==> src/rtl/modular_matrix_multiply_power_core_defines.svh <==
`ifndef MODULAR_MATRIX_MULTIPLY_POWER_CORE_DEFINES_SVH
`define MODULAR_MATRIX_MULTIPLY_POWER_CORE_DEFINES_SVH

// Concurrent checks sampled on clk and disabled while arst_n is low.
`define MMP_CHECK(lbl, prop, msg) \
	lbl: assert property (@(posedge clk) disable iff (!arst_n) prop) else $error(msg);

`define MMP_NEVER(lbl, expr, msg) \
	lbl: assert property (@(posedge clk) disable iff (!arst_n) !(expr)) else $error(msg);

`endif

==> src/rtl/mmp_pkg.sv <==
`timescale 1ns / 1ps

package mmp_pkg;

	localparam int MAX_DIM   = 8;
	localparam int DIM_W     = 3;
	localparam int DATA_W    = 64;
	localparam int MOD_W     = 62;
	localparam int EXP_W     = 63;
	localparam int FUNC_W    = 3;
	localparam int CFG_IDX_W = 3;
	localparam int REGION_W  = 3;
	localparam int REGIONS   = 5;
	localparam int ADDR_W    = REGION_W + 2 * DIM_W;
	localparam int MEM_DEPTH = REGIONS * MAX_DIM * MAX_DIM;

	localparam logic [FUNC_W-1:0] FN_LOAD_A = 3'd0;
	localparam logic [FUNC_W-1:0] FN_LOAD_B = 3'd1;
	localparam logic [FUNC_W-1:0] FN_ADD    = 3'd2;
	localparam logic [FUNC_W-1:0] FN_SUB    = 3'd3;
	localparam logic [FUNC_W-1:0] FN_MUL    = 3'd4;
	localparam logic [FUNC_W-1:0] FN_POW    = 3'd5;

	localparam logic [REGION_W-1:0] RG_A    = 3'd0;
	localparam logic [REGION_W-1:0] RG_B    = 3'd1;
	localparam logic [REGION_W-1:0] RG_ACC  = 3'd2;
	localparam logic [REGION_W-1:0] RG_BASE = 3'd3;
	localparam logic [REGION_W-1:0] RG_SCR  = 3'd4;

	localparam logic [CFG_IDX_W-1:0] CFG_MOD_EN  = 3'd0;
	localparam logic [CFG_IDX_W-1:0] CFG_MODULUS = 3'd1;
	localparam logic [CFG_IDX_W-1:0] CFG_ROWS_A  = 3'd2;
	localparam logic [CFG_IDX_W-1:0] CFG_INNER   = 3'd3;
	localparam logic [CFG_IDX_W-1:0] CFG_COLS_B  = 3'd4;

	localparam logic [MOD_W-1:0] MODULUS_RESET = 62'd1000000007;

	typedef enum logic [1:0] {AOP_ADD, AOP_SUB, AOP_MAC} aop_t;

	typedef enum logic [2:0] {WS_VALUE, WS_ARITH, WS_RD0, WS_ONE, WS_ZERO} wsrc_t;

	typedef enum logic [1:0] {AR_IDLE, AR_RED, AR_MUL, AR_FIN} arith_state_t;

	typedef enum logic [4:0] {
		S_IDLE, S_LOAD,
		S_EW_RD, S_EW_GO, S_EW_WAIT,
		S_MM_RD, S_MM_GO, S_MM_WAIT, S_CP_RD, S_CP_WR, S_MM_RET,
		S_PI_RD, S_PI_WB, S_PI_WI, S_PW_CHK,
		S_EM_RD, S_EM_LD, S_EM_OUT, S_ERR_LD, S_ERR_OUT
	} ctrl_state_t;

	typedef struct packed {
		logic              capture;
		logic              rd_en;
		logic [ADDR_W-1:0] rd_addr0;
		logic [ADDR_W-1:0] rd_addr1;
		logic              wr_en;
		logic [ADDR_W-1:0] wr_addr;
		wsrc_t             wr_src;
		logic              ar_start;
		aop_t              ar_op;
		logic              acc_zero;
		logic              p_shift;
		logic              out_load;
		logic [DIM_W-1:0]  out_row;
		logic [DIM_W-1:0]  out_col;
		logic              out_last;
		logic              out_err;
	} dp_cmd_t;

	typedef struct packed {
		logic ar_done;
		logic p_zero;
		logic p_lsb;
		logic p_hi_zero;
	} dp_status_t;

	// Dimension register to its largest index, with 0 taken as 1 and large values as MAX_DIM.
	function automatic logic [DIM_W-1:0] clamp_dim(input logic [3:0] v);
		logic [DIM_W-1:0] r;
		if (v == 4'd0)
			r = '0;
		else if (v > 4'(MAX_DIM))
			r = DIM_W'(MAX_DIM - 1);
		else
			r = DIM_W'(v - 4'd1);
		return r;
	endfunction

endpackage

==> src/rtl/mmp_ctrl.sv <==
`timescale 1ns / 1ps

module mmp_ctrl import mmp_pkg::*; (
	input  logic              clk,
	input  logic              arst_n,
	input  logic              in_valid,
	input  logic [FUNC_W-1:0] in_func,
	input  logic [DIM_W-1:0]  in_row,
	input  logic [DIM_W-1:0]  in_col,
	output logic              in_ready,
	output logic              out_valid,
	input  logic              out_ready,
	input  logic [DIM_W-1:0]  nr_m1,
	input  logic [DIM_W-1:0]  nk_m1,
	input  logic [DIM_W-1:0]  nc_m1,
	output dp_cmd_t           cmd,
	input  dp_status_t        status
);

	ctrl_state_t state_q, state_d;

	logic [FUNC_W-1:0]   func_q, func_d;
	logic [DIM_W-1:0]    row_q, row_d, col_q, col_d;
	logic [DIM_W-1:0]    i_q, i_d, j_q, j_d, k_q, k_d;
	logic [REGION_W-1:0] mmx_q, mmx_d, mmy_q, mmy_d, mmd_q, mmd_d;
	logic                acc_done_q, acc_done_d;

	logic                is_pow;
	logic [DIM_W-1:0]    em_cols, mm_k, mm_c;
	logic [REGION_W-1:0] em_region;
	logic                em_last, mm_last, pi_last;

	function automatic logic [2*DIM_W-1:0] next_ij(input logic [DIM_W-1:0] i,
		input logic [DIM_W-1:0] j, input logic [DIM_W-1:0] jmax);
		logic [2*DIM_W-1:0] r;
		if (j == jmax)
			r = {i + 1'b1, {DIM_W{1'b0}}};
		else
			r = {i, j + 1'b1};
		return r;
	endfunction

	assign is_pow    = (func_q == FN_POW);
	assign em_cols   = is_pow ? nr_m1 : nc_m1;
	assign em_region = is_pow ? RG_ACC : RG_SCR;
	assign mm_k      = is_pow ? nr_m1 : nk_m1;
	assign mm_c      = is_pow ? nr_m1 : nc_m1;
	assign em_last   = (i_q == nr_m1) && (j_q == em_cols);
	assign mm_last   = (i_q == nr_m1) && (j_q == mm_c);
	assign pi_last   = (i_q == nr_m1) && (j_q == nr_m1);

	always_ff @(posedge clk or negedge arst_n) begin
		if (!arst_n) begin
			state_q    <= S_IDLE;
			func_q     <= FN_LOAD_A;
			row_q      <= '0;
			col_q      <= '0;
			i_q        <= '0;
			j_q        <= '0;
			k_q        <= '0;
			mmx_q      <= RG_A;
			mmy_q      <= RG_B;
			mmd_q      <= RG_SCR;
			acc_done_q <= 1'b0;
		end else begin
			state_q    <= state_d;
			func_q     <= func_d;
			row_q      <= row_d;
			col_q      <= col_d;
			i_q        <= i_d;
			j_q        <= j_d;
			k_q        <= k_d;
			mmx_q      <= mmx_d;
			mmy_q      <= mmy_d;
			mmd_q      <= mmd_d;
			acc_done_q <= acc_done_d;
		end
	end

	always_comb begin
		state_d    = state_q;
		func_d     = func_q;
		row_d      = row_q;
		col_d      = col_q;
		i_d        = i_q;
		j_d        = j_q;
		k_d        = k_q;
		mmx_d      = mmx_q;
		mmy_d      = mmy_q;
		mmd_d      = mmd_q;
		acc_done_d = acc_done_q;
		cmd        = '0;
		in_ready   = 1'b0;
		out_valid  = 1'b0;

		case (state_q)
			S_IDLE: begin
				in_ready = 1'b1;
				if (in_valid) begin
					cmd.capture = 1'b1;
					func_d      = in_func;
					row_d       = in_row;
					col_d       = in_col;
					i_d         = '0;
					j_d         = '0;
					k_d         = '0;
					acc_done_d  = 1'b0;
					case (in_func)
						FN_LOAD_A, FN_LOAD_B: state_d = S_LOAD;
						FN_ADD, FN_SUB:       state_d = S_EW_RD;
						FN_MUL: begin
							mmx_d   = RG_A;
							mmy_d   = RG_B;
							mmd_d   = RG_SCR;
							state_d = S_MM_RD;
						end
						FN_POW:  state_d = (nr_m1 != nk_m1) ? S_ERR_LD : S_PI_RD;
						default: state_d = S_IDLE;
					endcase
				end
			end
			S_LOAD: begin
				cmd.wr_en   = ({1'b0, row_q} < 4'(MAX_DIM)) && ({1'b0, col_q} < 4'(MAX_DIM));
				cmd.wr_addr = {(func_q == FN_LOAD_A) ? RG_A : RG_B, row_q, col_q};
				cmd.wr_src  = WS_VALUE;
				state_d     = S_IDLE;
			end
			S_EW_RD: begin
				cmd.rd_en    = 1'b1;
				cmd.rd_addr0 = {RG_A, i_q, j_q};
				cmd.rd_addr1 = {RG_B, i_q, j_q};
				state_d      = S_EW_GO;
			end
			S_EW_GO: begin
				cmd.ar_start = 1'b1;
				cmd.ar_op    = (func_q == FN_ADD) ? AOP_ADD : AOP_SUB;
				state_d      = S_EW_WAIT;
			end
			S_EW_WAIT: begin
				if (status.ar_done) begin
					cmd.wr_en   = 1'b1;
					cmd.wr_addr = {RG_SCR, i_q, j_q};
					cmd.wr_src  = WS_ARITH;
					if (em_last) begin
						i_d     = '0;
						j_d     = '0;
						state_d = S_EM_RD;
					end else begin
						{i_d, j_d} = next_ij(i_q, j_q, em_cols);
						state_d    = S_EW_RD;
					end
				end
			end
			S_MM_RD: begin
				cmd.rd_en    = 1'b1;
				cmd.rd_addr0 = {mmx_q, i_q, k_q};
				cmd.rd_addr1 = {mmy_q, k_q, j_q};
				state_d      = S_MM_GO;
			end
			S_MM_GO: begin
				cmd.ar_start = 1'b1;
				cmd.ar_op    = AOP_MAC;
				cmd.acc_zero = (k_q == '0);
				state_d      = S_MM_WAIT;
			end
			S_MM_WAIT: begin
				if (status.ar_done) begin
					if (k_q == mm_k) begin
						cmd.wr_en   = 1'b1;
						cmd.wr_addr = {RG_SCR, i_q, j_q};
						cmd.wr_src  = WS_ARITH;
						k_d         = '0;
						if (mm_last) begin
							i_d     = '0;
							j_d     = '0;
							state_d = (mmd_q == RG_SCR) ? S_MM_RET : S_CP_RD;
						end else begin
							{i_d, j_d} = next_ij(i_q, j_q, mm_c);
							state_d    = S_MM_RD;
						end
					end else begin
						k_d     = k_q + 1'b1;
						state_d = S_MM_RD;
					end
				end
			end
			S_CP_RD: begin
				cmd.rd_en    = 1'b1;
				cmd.rd_addr0 = {RG_SCR, i_q, j_q};
				cmd.rd_addr1 = {RG_SCR, i_q, j_q};
				state_d      = S_CP_WR;
			end
			S_CP_WR: begin
				cmd.wr_en   = 1'b1;
				cmd.wr_addr = {mmd_q, i_q, j_q};
				cmd.wr_src  = WS_RD0;
				if (mm_last) begin
					i_d     = '0;
					j_d     = '0;
					state_d = S_MM_RET;
				end else begin
					{i_d, j_d} = next_ij(i_q, j_q, mm_c);
					state_d    = S_CP_RD;
				end
			end
			S_MM_RET: begin
				if (func_q == FN_MUL) begin
					state_d = S_EM_RD;
				end else begin
					if (mmd_q == RG_BASE) begin
						cmd.p_shift = 1'b1;
						acc_done_d  = 1'b0;
					end
					state_d = S_PW_CHK;
				end
			end
			S_PI_RD: begin
				cmd.rd_en    = 1'b1;
				cmd.rd_addr0 = {RG_A, i_q, j_q};
				cmd.rd_addr1 = {RG_A, i_q, j_q};
				state_d      = S_PI_WB;
			end
			S_PI_WB: begin
				cmd.wr_en   = 1'b1;
				cmd.wr_addr = {RG_BASE, i_q, j_q};
				cmd.wr_src  = WS_RD0;
				state_d     = S_PI_WI;
			end
			S_PI_WI: begin
				cmd.wr_en   = 1'b1;
				cmd.wr_addr = {RG_ACC, i_q, j_q};
				cmd.wr_src  = (i_q == j_q) ? WS_ONE : WS_ZERO;
				if (pi_last) begin
					i_d     = '0;
					j_d     = '0;
					state_d = S_PW_CHK;
				end else begin
					{i_d, j_d} = next_ij(i_q, j_q, nr_m1);
					state_d    = S_PI_RD;
				end
			end
			S_PW_CHK: begin
				i_d = '0;
				j_d = '0;
				k_d = '0;
				if (status.p_zero) begin
					state_d = S_EM_RD;
				end else if (status.p_lsb && !acc_done_q) begin
					acc_done_d = 1'b1;
					mmx_d      = RG_ACC;
					mmy_d      = RG_BASE;
					mmd_d      = RG_ACC;
					state_d    = S_MM_RD;
				end else if (status.p_hi_zero) begin
					cmd.p_shift = 1'b1;
					acc_done_d  = 1'b0;
				end else begin
					mmx_d   = RG_BASE;
					mmy_d   = RG_BASE;
					mmd_d   = RG_BASE;
					state_d = S_MM_RD;
				end
			end
			S_EM_RD: begin
				cmd.rd_en    = 1'b1;
				cmd.rd_addr0 = {em_region, i_q, j_q};
				cmd.rd_addr1 = {em_region, i_q, j_q};
				state_d      = S_EM_LD;
			end
			S_EM_LD: begin
				cmd.out_load = 1'b1;
				cmd.out_row  = i_q;
				cmd.out_col  = j_q;
				cmd.out_last = em_last;
				state_d      = S_EM_OUT;
			end
			S_EM_OUT: begin
				out_valid = 1'b1;
				if (out_ready) begin
					if (em_last) begin
						i_d     = '0;
						j_d     = '0;
						state_d = S_IDLE;
					end else begin
						{i_d, j_d} = next_ij(i_q, j_q, em_cols);
						state_d    = S_EM_RD;
					end
				end
			end
			S_ERR_LD: begin
				cmd.out_load = 1'b1;
				cmd.out_last = 1'b1;
				cmd.out_err  = 1'b1;
				state_d      = S_ERR_OUT;
			end
			S_ERR_OUT: begin
				out_valid = 1'b1;
				if (out_ready)
					state_d = S_IDLE;
			end
			default: state_d = S_IDLE;
		endcase
	end

endmodule

==> config.mk <==
export PLATFORM = sky130hd
export DESIGN_NAME = mmp_ctrl
export DESIGN_NICKNAME = d
export VERILOG_FILES = /design/src/rtl/modular_matrix_multiply_power_core_defines.svh /design/src/rtl/mmp_pkg.sv /design/src/rtl/mmp_ctrl.sv
export SDC_FILE = /design/constraint.sdc
export NUM_CORES = 1
export LEC_CHECK = 0
export BUFFER_PORTS_ARGS = -buffer_cell sky130_fd_sc_hd__buf_2
export CAP_MARGIN = 20
export CORE_UTILIZATION = 59
export CTS_BUF_LIST = sky130_fd_sc_hd__clkbuf_8
export DETAILED_ROUTE_END_ITERATION = 10
export PLACE_DENSITY = 0.85
export SETUP_SLACK_MARGIN = 0.4
export SYNTH_ARGS = -nofsm -noshare
export SYNTH_HDL_FRONTEND = slang
export SYNTH_SLANG_ARGS = --single-unit
==> constraint.sdc <==
create_clock -name clk -period 4.6 [get_ports clk]
set_clock_uncertainty 0.15 [all_clocks]
set_input_delay 0.69 -clock clk [delete_from_list [all_inputs] [get_ports clk]]
set_output_delay 0.69 -clock clk [all_outputs]
set_load 0.02 [all_outputs]
# Yosys cells after proc, flatten, opt, wreduce, memory -nomap -nowiden
# Index checks and enable logic that the tools add are counted.
# word_totals
register_bits,33
latch_bits,0
ram_bits,0
romBits,0
in_bits,26
wordCells,173
mem_count,0
# classes
add_sub_neg,3
n_mul,0
n_div,0
magnitude_cmp,0
n_eq_ne,49
shift,0
mux,87
bitwise,0
n_reduce_logical,23
# ops
operator,count
case mux 19 bit (5 select lines),1
case mux 5 bit (19 select lines),1
2-to-1 mux 3 bit,31
case mux 13 bit (6 select lines),1
2-to-1 mux 5 bit,10
case mux 3 bit (7 select lines),2
equality test 5 x 4 -> 1 bit (second input constant),8
2-to-1 mux 13 bit,3
case mux 3 bit (2 select lines),4
2-to-1 mux 1 bit,21
equality test 5 x 3 -> 1 bit (second input constant),4
equality test 5 bit (second input constant),4
case mux 5 bit (4 select lines),1
2-to-1 mux 6 bit,3
!= test 2 bit (second input constant),9
AND reduction 6 bit,3
equality test 3 bit,5
equality test 3 bit (second input constant),5
equality test 3 x 2 -> 1 bit (second input constant),4
2-to-1 mux 4 bit,3
equality test 5 x 2 -> 1 bit (second input constant),2
adder 3 x 1 -> 3 bit (second input constant),3
logical NOT 3 bit,3
!= test 3 bit (second input constant),3
20 further kinds,28

# Depth between registers and ports, before layout
# Gate-level depths: netlist of run 1.
# depth
word_depth,8
ltp_mapped,9

# Worst setup path before layout of run 1
# OpenSTA, ideal clock, no wires.
# synth_timing
kind,input port to output port
startpoint,input port nr_m1[0]
endpoint,output port cmd[1] in the netlist's numbering
arrival_time_ns,2.103
setup_slack_ns,1.657
path_stages,6
n_path_buf,1
path_cell_list,and4b_2 > a211o_2 > a222oi_1 > and2_1 > buf_6 > o21a_1
# synth_rtl
item,line_no,source
"start, declared",mmp_ctrl.sv:13,"input logic [DIM_W-1:0] nr_m1,"
"end, declared",mmp_ctrl.sv:16,"output dp_cmd_t cmd,"

==> run metrics, run 1 <==
fin. max-slew vios=0; Final nets=419; Seq/Total Area, Yosys=25.8%; antenna violations before repair=0; clock root buffer=clkbuf_8; top cells by area, synth=dfrtp_1, o21ai_0, a22o_1, mux2_2, nand2_1; synth warn=0; clk slew on worst S/H paths=0.11 ns; Buffers on Ports=74; crit-path max FO=24; Final GP Congestion=1.01; clock network power share=8.5%; Ports=75; Detailed Place HPWL=6020 µm; Final Core Density=72.3%; Int Pwr=0.799 mW; WL per Instance=18.8 µm; post-synthesis compound-gate area fraction=25.2%; Startpoint Class=flop; syn_nets=363; Resized Gates After CTS=0; simple logic cell fraction of the synthesized area=29.3%; sequential group share of total power=28.5%; Core Region=0.00414 mm²; first-pass GRT wire length=12,500 µm; Final Cell Area=0.00300 mm²; clk buf depth=2; Sw Share=54.2%; Max stage delay on crit path=0.79 ns; Final setup viols=0; synthesis-stage register bit count=27; largest family of logic cells by synthesized area=simple AND/OR/NAND/NOR gates; VDD IR-drop max=0.258 mV; DR vias=2,960; Max Freq=265 MHz; PwrDens=581 mW/mm²; Overflow after GRT=0; Req. time, crit path=3.76 ns; # hold bufs at CTS=0; FP Rows=23; clk_lat worst skew=0.28 ns; Post-Syn Instances=333; Critical Path End Type=output pin; final hold violations=0; largest net degree at the start of global routing=28; Sink Count=27; relative slew slack=43.4%; post-synth top area share=24.8%; Post-CTS Setup Bufs=0; Crit Path Category=reg2out; die span in x=68.6 µm; Syn Area/Cell=7.86 µm²; synth unique cells=67; total die area=0.00471 mm²; most frequent cells after synthesis=nand2_1, dfrtp_1, nor2_1, o21ai_0, and2_1; mux cell area share after synthesis=5.78%; ys async rst share=100%; TNS Setup=0 ns; Logic pwr share=63.0%; status=finished, final reports clean; ys flop type=dfrtp_1; n_diodes=0; Synth area leader=dfrtp_1; synthesis-to-finish area growth=14.4%; Residual DRC=0; initial DRC count=462; CP bufs+invs=1; DR vias/cell=6.76; Post-Route WL=8250 µm; Initial Util=63.2%; adder-cell share of the synthesized area=1.91%; Lkg Pwr=1.42 nW; XOR/XNOR Fraction of Synth Area=5.35%; crit path cell chain=nor3b_1, nand3_1, nor4_1, o21ai_0, nand2_1, a22o_1, buf_2; WP data arrival=2.94 ns; fin cells=438; EDFF count, synth=0; number of max-cap violations=0; critical path's slowest cell=nor3b_1; ANT nets after route=0; CTS tree=yes; Post-Syn Area=0.00262 mm²; all-layer global routing usage=36.2%; Tcrit/Tclk final=82.1%; unrepaired setup endpoints after global routing=false; drt pass-1 iters=6; vias in the first global route=2,514; most frequent cell after synthesis=nand2_1; Die Ht=68.6 µm; Max H-tree Level=1; CTS Buf Count=3; Least-Margin Pin Slew=0.849 ns; Final Critical Period=3.78 ns; NetSw=0.944 mW; DP Area=0.00295 mm²; Cells after DPL=434; layout cells sized above 1=26.8%; family with the most delay on the worst path=simple AND/OR/NAND/NOR gates; total power=1.74 mW; HP Class=in2async
[per-layer routing]
layer / share of wire [%] / track usage, % / vias to the layer above
met1: 42 / 49.6 / 1342
met5: 0 / 0 / -
met3: 12 / 7.89 / 43
li1: - / - / 1337
met2: 43 / 54.9 / 238
met4: 3.8 / 14.3 / 0
[per-stage QoR]
step	hold slack, ns	worst slack (ns)
finish	0.255	0.825
CTS	0.284	0.972
global placement	0.325	1.29
floorplan	0.244	1.66
detailed placement	0.337	1.28
global route	0.324	0.684
[sequential cells by signal, summed over array words and instances, names as in the netlist, 3 cells and up]
name	count
mmd_q	3
k_q	3
state_q	5
func_q	3
col_q	3
row_q	3
j_q	3
i_q	3
[cell type report]
class	count	area, µm²
Clock buffer	3	41.3
Clock inverter	1	7.51
Tap cell	50	62.6
Sequential cell	27	677
Fill cell	322	1150
Multi-Input combinational cell	268	1770
Inverter	12	45.0
Timing Repair Buffer	77	393
[cell families after synthesis]
logic type      count (synthesis)
compound gates                 94
xor+xnor                       16
fa+ha+maj                       4
buf+inv                        38
flops                          27
mux                            14
simple gates                  140
[final timing paths]
kind                                          endpoint  depth (start not counted)              startpoint  slack, ns
worst max-delay path                           cmd[17]                          7  state_q[4]$_DFFE_PN0P_       0.82
worst min-delay path            state_q[4]$_DFFE_PN0P_                          1                  arst_n       0.25
worst max register to register  state_q[0]$_DFFE_PN0P_                          7  state_q[1]$_DFFE_PN0P_       1.46
worst min register to register  acc_done_q$_DFFE_PN0P_                          2  acc_done_q$_DFFE_PN0P_       0.36
max in group asynchronous         col_q[1]$_DFFE_PN0P_                          1                  arst_n       3.62
min in group clk                acc_done_q$_DFFE_PN0P_                          2  acc_done_q$_DFFE_PN0P_       0.36
[cell usage in the layout, fill, tap and decap left out, types with 12 or more instances in the layout]
cell type / synthesis / final
buf_2: 8 / 74
nand2_1: 27 / 27
dfrtp_1: 26 / 26
nor2_1: 23 / 23
o21ai_0: 23 / 23
and2_1: 15 / 15
a21oi_1: 13 / 13
a22o_1: 13 / 13
inv_1: 12 / 12
[power by group through the flow]
stage | registers, mW | clock network, mW | logic (mW)
5_1_grt | 0.511 | 0.155 | 1.19
3_3_place_gp | 0.488 | 0 | 1.04
4_1_cts | 0.488 | 0.147 | 1.06
6_report | 0.497 | 0.148 | 1.10
3_5_place_dp | 0.494 | 0 | 1.05
2_1_floorplan | 0.382 | 0 | 0.874
(Power assumes the default switching activity.)
==> run 2, diff against run 1 <==
--- a/config.mk
+++ b/config.mk
@@ -5,12 +5,13 @@
 export SDC_FILE = /design/constraint.sdc
 export NUM_CORES = 1
 export LEC_CHECK = 0
+export ABC_AREA = 1
 export BUFFER_PORTS_ARGS = -buffer_cell sky130_fd_sc_hd__buf_2
 export CAP_MARGIN = 20
-export CORE_UTILIZATION = 59
+export CORE_UTILIZATION = 54
 export CTS_BUF_LIST = sky130_fd_sc_hd__clkbuf_8
 export DETAILED_ROUTE_END_ITERATION = 10
-export PLACE_DENSITY = 0.85
+export PLACE_DENSITY = 0.79
 export SETUP_SLACK_MARGIN = 0.4
 export SYNTH_ARGS = -nofsm -noshare
 export SYNTH_HDL_FRONTEND = slang
==> constraint.sdc (replaced) <==
create_clock -name clk -period 3.5 [get_ports clk]
set_clock_uncertainty 0.15 [all_clocks]
set_input_delay 0.525 -clock clk [delete_from_list [all_inputs] [get_ports clk]]
set_output_delay 0.525 -clock clk [all_outputs]
set_load 0.02 [all_outputs]
==> run 2 against run 1 <==
Effect of this change: wire length fell by 7.6%; utilization fell by 4.6 points; final cell count rose by 22%; flip-flop and latch count did not move; via count fell by 3.2%; non-clock buffer count fell by 1.
==> run metrics, run 2 <==
status=finished, final reports clean (unchanged); number of max-cap violations=0 (unchanged); max reg flops=5 (unchanged); clk_lat worst skew=0.28 ns (about the same); Post-Syn Instances=408 (was 333); Sink Count=27 (unchanged); synthesis-stage register bit count=27 (unchanged); Residual DRC=0 (unchanged); initial DRC count=272 (was 462); Final GP Congestion=0.946 (was 1.01); Final setup viols=0 (unchanged); HP Class=in2async (unchanged); Seq/Total Area, Yosys=27.1% (was 25.8%); Lkg Pwr=1.70 nW (was 1.42 nW); clock root buffer=clkbuf_8 (unchanged); clock network power share=9.3% (was 8.5%); Core Region=0.00438 mm² (was 0.00414 mm²); top cells by area, synth=dfrtp_1, nand2_1, nor2_1, nand3_1, inv_1 (was dfrtp_1, o21ai_0, a22o_1, mux2_2, nand2_1); post-route setup slack=0.581 ns (was 0.825 ns); Initial Util=56.9% (was 63.2%); Logic pwr share=64.6% (was 63.0%); clk slew on worst S/H paths=0.11 ns (about the same); VDD IR-drop max=0.489 mV (was 0.258 mV); Ports=75 (unchanged); most frequent cells after synthesis=nand2_1, nor2_1, inv_1, nand3_1, dfrtp_1 (was nand2_1, dfrtp_1, nor2_1, o21ai_0, and2_1); NetSw=1.18 mW (was 0.944 mW); critical path's slowest cell=dfrtp_1 (was nor3b_1); ys flop type=dfrtp_1 (unchanged); largest net degree at the start of global routing=28 (unchanged); DP Worst Slack=0.781 ns (was 1.28 ns); Sw Share=56.4% (was 54.2%); Critical Path End Type=output pin (unchanged); Least-Margin Pin Slew=0.646 ns (was 0.849 ns); drt pass-1 iters=7 (was 6); Max H-tree Level=1 (unchanged); WL per Instance=14.3 µm (was 18.8 µm); TNS Setup=0 ns (unchanged); all-layer global routing usage=31.9% (was 36.2%); layer with the highest usage=met2 (unchanged); CTS Buf Count=3 (unchanged); CTS tree=yes (unchanged); first-pass GRT wire length=12,400 µm (was 12,500 µm); Startpoint Class=flop (unchanged); total die area=0.00490 mm² (was 0.00471 mm²); Crit Path Category=reg2out (unchanged); met3 Resource Use GR=3.90% (was 7.89%); relative slew slack=56.9% (was 43.4%); met1 usage=47.3% (was 49.6%); synth warn=0 (unchanged); Int Pwr=0.909 mW (was 0.799 mW); most frequent cell after synthesis=nand2_1 (unchanged); post-synth top area share=26.1% (was 24.8%); Final nets=513 (was 419); DR vias=2,866 (was 2,960); WP data arrival=2.24 ns (was 2.94 ns); synth unique cells=36 (was 67); M2 GR Usage=49.4% (was 54.9%); die span in x=70.0 µm (was 68.6 µm); Req. time, crit path=2.82 ns (was 3.76 ns); synthesis-to-finish area growth=18.9% (was 14.4%); Detailed Place HPWL=6140 µm (was 6020 µm); most frequent cells in the layout=nand2_1, buf_2, nor2_1 (was buf_2, nand2_1, dfrtp_1); Final Core Density=67.7% (was 72.3%); fin. max-slew vios=0 (unchanged); EDFF count, synth=0 (unchanged); n_diodes=0 (unchanged); Die Ht=70.0 µm (was 68.6 µm); antenna violations before repair=0 (unchanged); crit-path max FO=8 (was 24); Max stage delay on crit path=0.50 ns (was 0.79 ns); Synth area leader=dfrtp_1 (unchanged); Max Freq=343 MHz; Post-Route WL=7620 µm (was 8250 µm); hold_ws=0.0976 ns (was 0.255 ns); final hold violations=0 (unchanged); Final Critical Period=2.92 ns; sequential group share of total power=26.1% (was 28.5%); unrepaired setup endpoints after global routing=false (unchanged); largest register by flop count=state_q (unchanged); ANT nets after route=0 (unchanged); crit path cell chain=nor2_2, nand2_1, nor2_1, o21ai_0, o211ai_1, buf_2 (was nor3b_1, nand3_1, nor4_1, o21ai_0, nand2_1, a22o_1, buf_2); PwrDens=702 mW/mm² (was 581 mW/mm²); Post-Syn Area=0.00250 mm² (was 0.00262 mm²); Fill cells=434 (was 322); DR vias/cell=5.37 (was 6.76); commonest non-fill, non-tap cell in the layout=nand2_1 (was buf_2); vias in the first global route=2,620 (was 2,514); Syn Area/Cell=6.12 µm² (was 7.86 µm²); ys async rst share=100% (unchanged); layout cells sized above 1=23.7% (was 26.8%); syn_nets=438 (was 363); clk buf depth=2 (unchanged); Overflow after GRT=0 (unchanged); Buffers on Ports=74 (unchanged); FP Rows=24 (was 23); Tcrit/Tclk final=83.4%
[run 2: changes by cell type after synthesis, moves of 9 or more]
cell,change
nor2_1,+26
nand2b_1,-9
inv_2,+9
a22o_1,-13
and2_1,-15
inv_1,+30
clkbuf_1,-10
nand3_1,+24
nand2_1,+106
mux2_2,-9
nand4_1,+9
[run 2: layout make-up]
type	count	area (µm²)	share of cell area, %
timing repair buffer	76	385	13.0
clock buffer	3	41.3	1.39
multi-input combinational	323	1600	53.8
sequential	27	677	22.8
tap	52	65.1	2.19
inverter	52	198	6.66
clock inverter	1	5.00	0.169
[run 2: worst max-delay path, delay by kind of cell (launching register included)]
family | cells | cell delay, ns
buf+inv | 1 | 0.19
simple gates | 3 | 0.80
flops | 1 | 0.50
compound gates | 2 | 0.48
[run 2: logic make-up after synthesis]
family | synth area share (%)
AOI/OAI and AO/OA | 9.82
xor gates and xnor gates | 5.61
adders and majority gates | 2.01
buffers and inverters | 9.17
DFF | 27.1
and+or+nand+nor | 46.3
[run 2: metal layers]
layer,vias to the layer above,wire [µm]
met5,-,0
met4,0,72
met3,8,569
met2,123,3410
met1,1278,3570
li1,1457,-
[run 2: path summary, 6_finish.rpt]
check                                        from                     end  slack, ns  cells after the start
max reg2reg                state_q[2]$_DFFE_PN0P_    mmd_q[1]$_DFFE_PN0P_       1.30                     10
min                                        arst_n      i_q[2]$_DFFE_PN0P_        0.1                      1
min reg2reg                  col_q[2]$_DFFE_PN0P_    col_q[2]$_DFFE_PN0P_       0.33                      2
max in group asynchronous                  arst_n  state_q[4]$_DFFE_PN0P_       2.68                      1
max                        state_q[2]$_DFFE_PN0P_                 cmd[23]       0.58                      6
min in group clk                        in_col[2]    col_q[2]$_DFFE_PN0P_       0.28                      3
[run 2: metrics by stage]
stage          cell area (µm²)  power (mW)  cells
2_1_floorplan             2500        1.50    408
3_3_place_gp              2910        1.85    529
3_5_place_dp              2910        1.86    529
4_1_cts                   2950        2.05    533
5_1_grt                   2970        2.26    534
6_report                  2970        2.08    534
[run 2: power by group through the flow]
stage | Combinational (mW) | Clock, mW | Sequential, mW
after floorplan | 0.988 | 0 | 0.508
after global placement | 1.30 | 0 | 0.542
after detailed placement | 1.32 | 0 | 0.543
after CTS | 1.33 | 0.192 | 0.536
after global routing | 1.50 | 0.196 | 0.562
final | 1.35 | 0.195 | 0.544
[run 2: repair_timing]
item,CTS,global route
endpoints found under the setup margin,0,7
gates resized for setup,0,2
hold buffers,0,0
buffers inserted,0,1
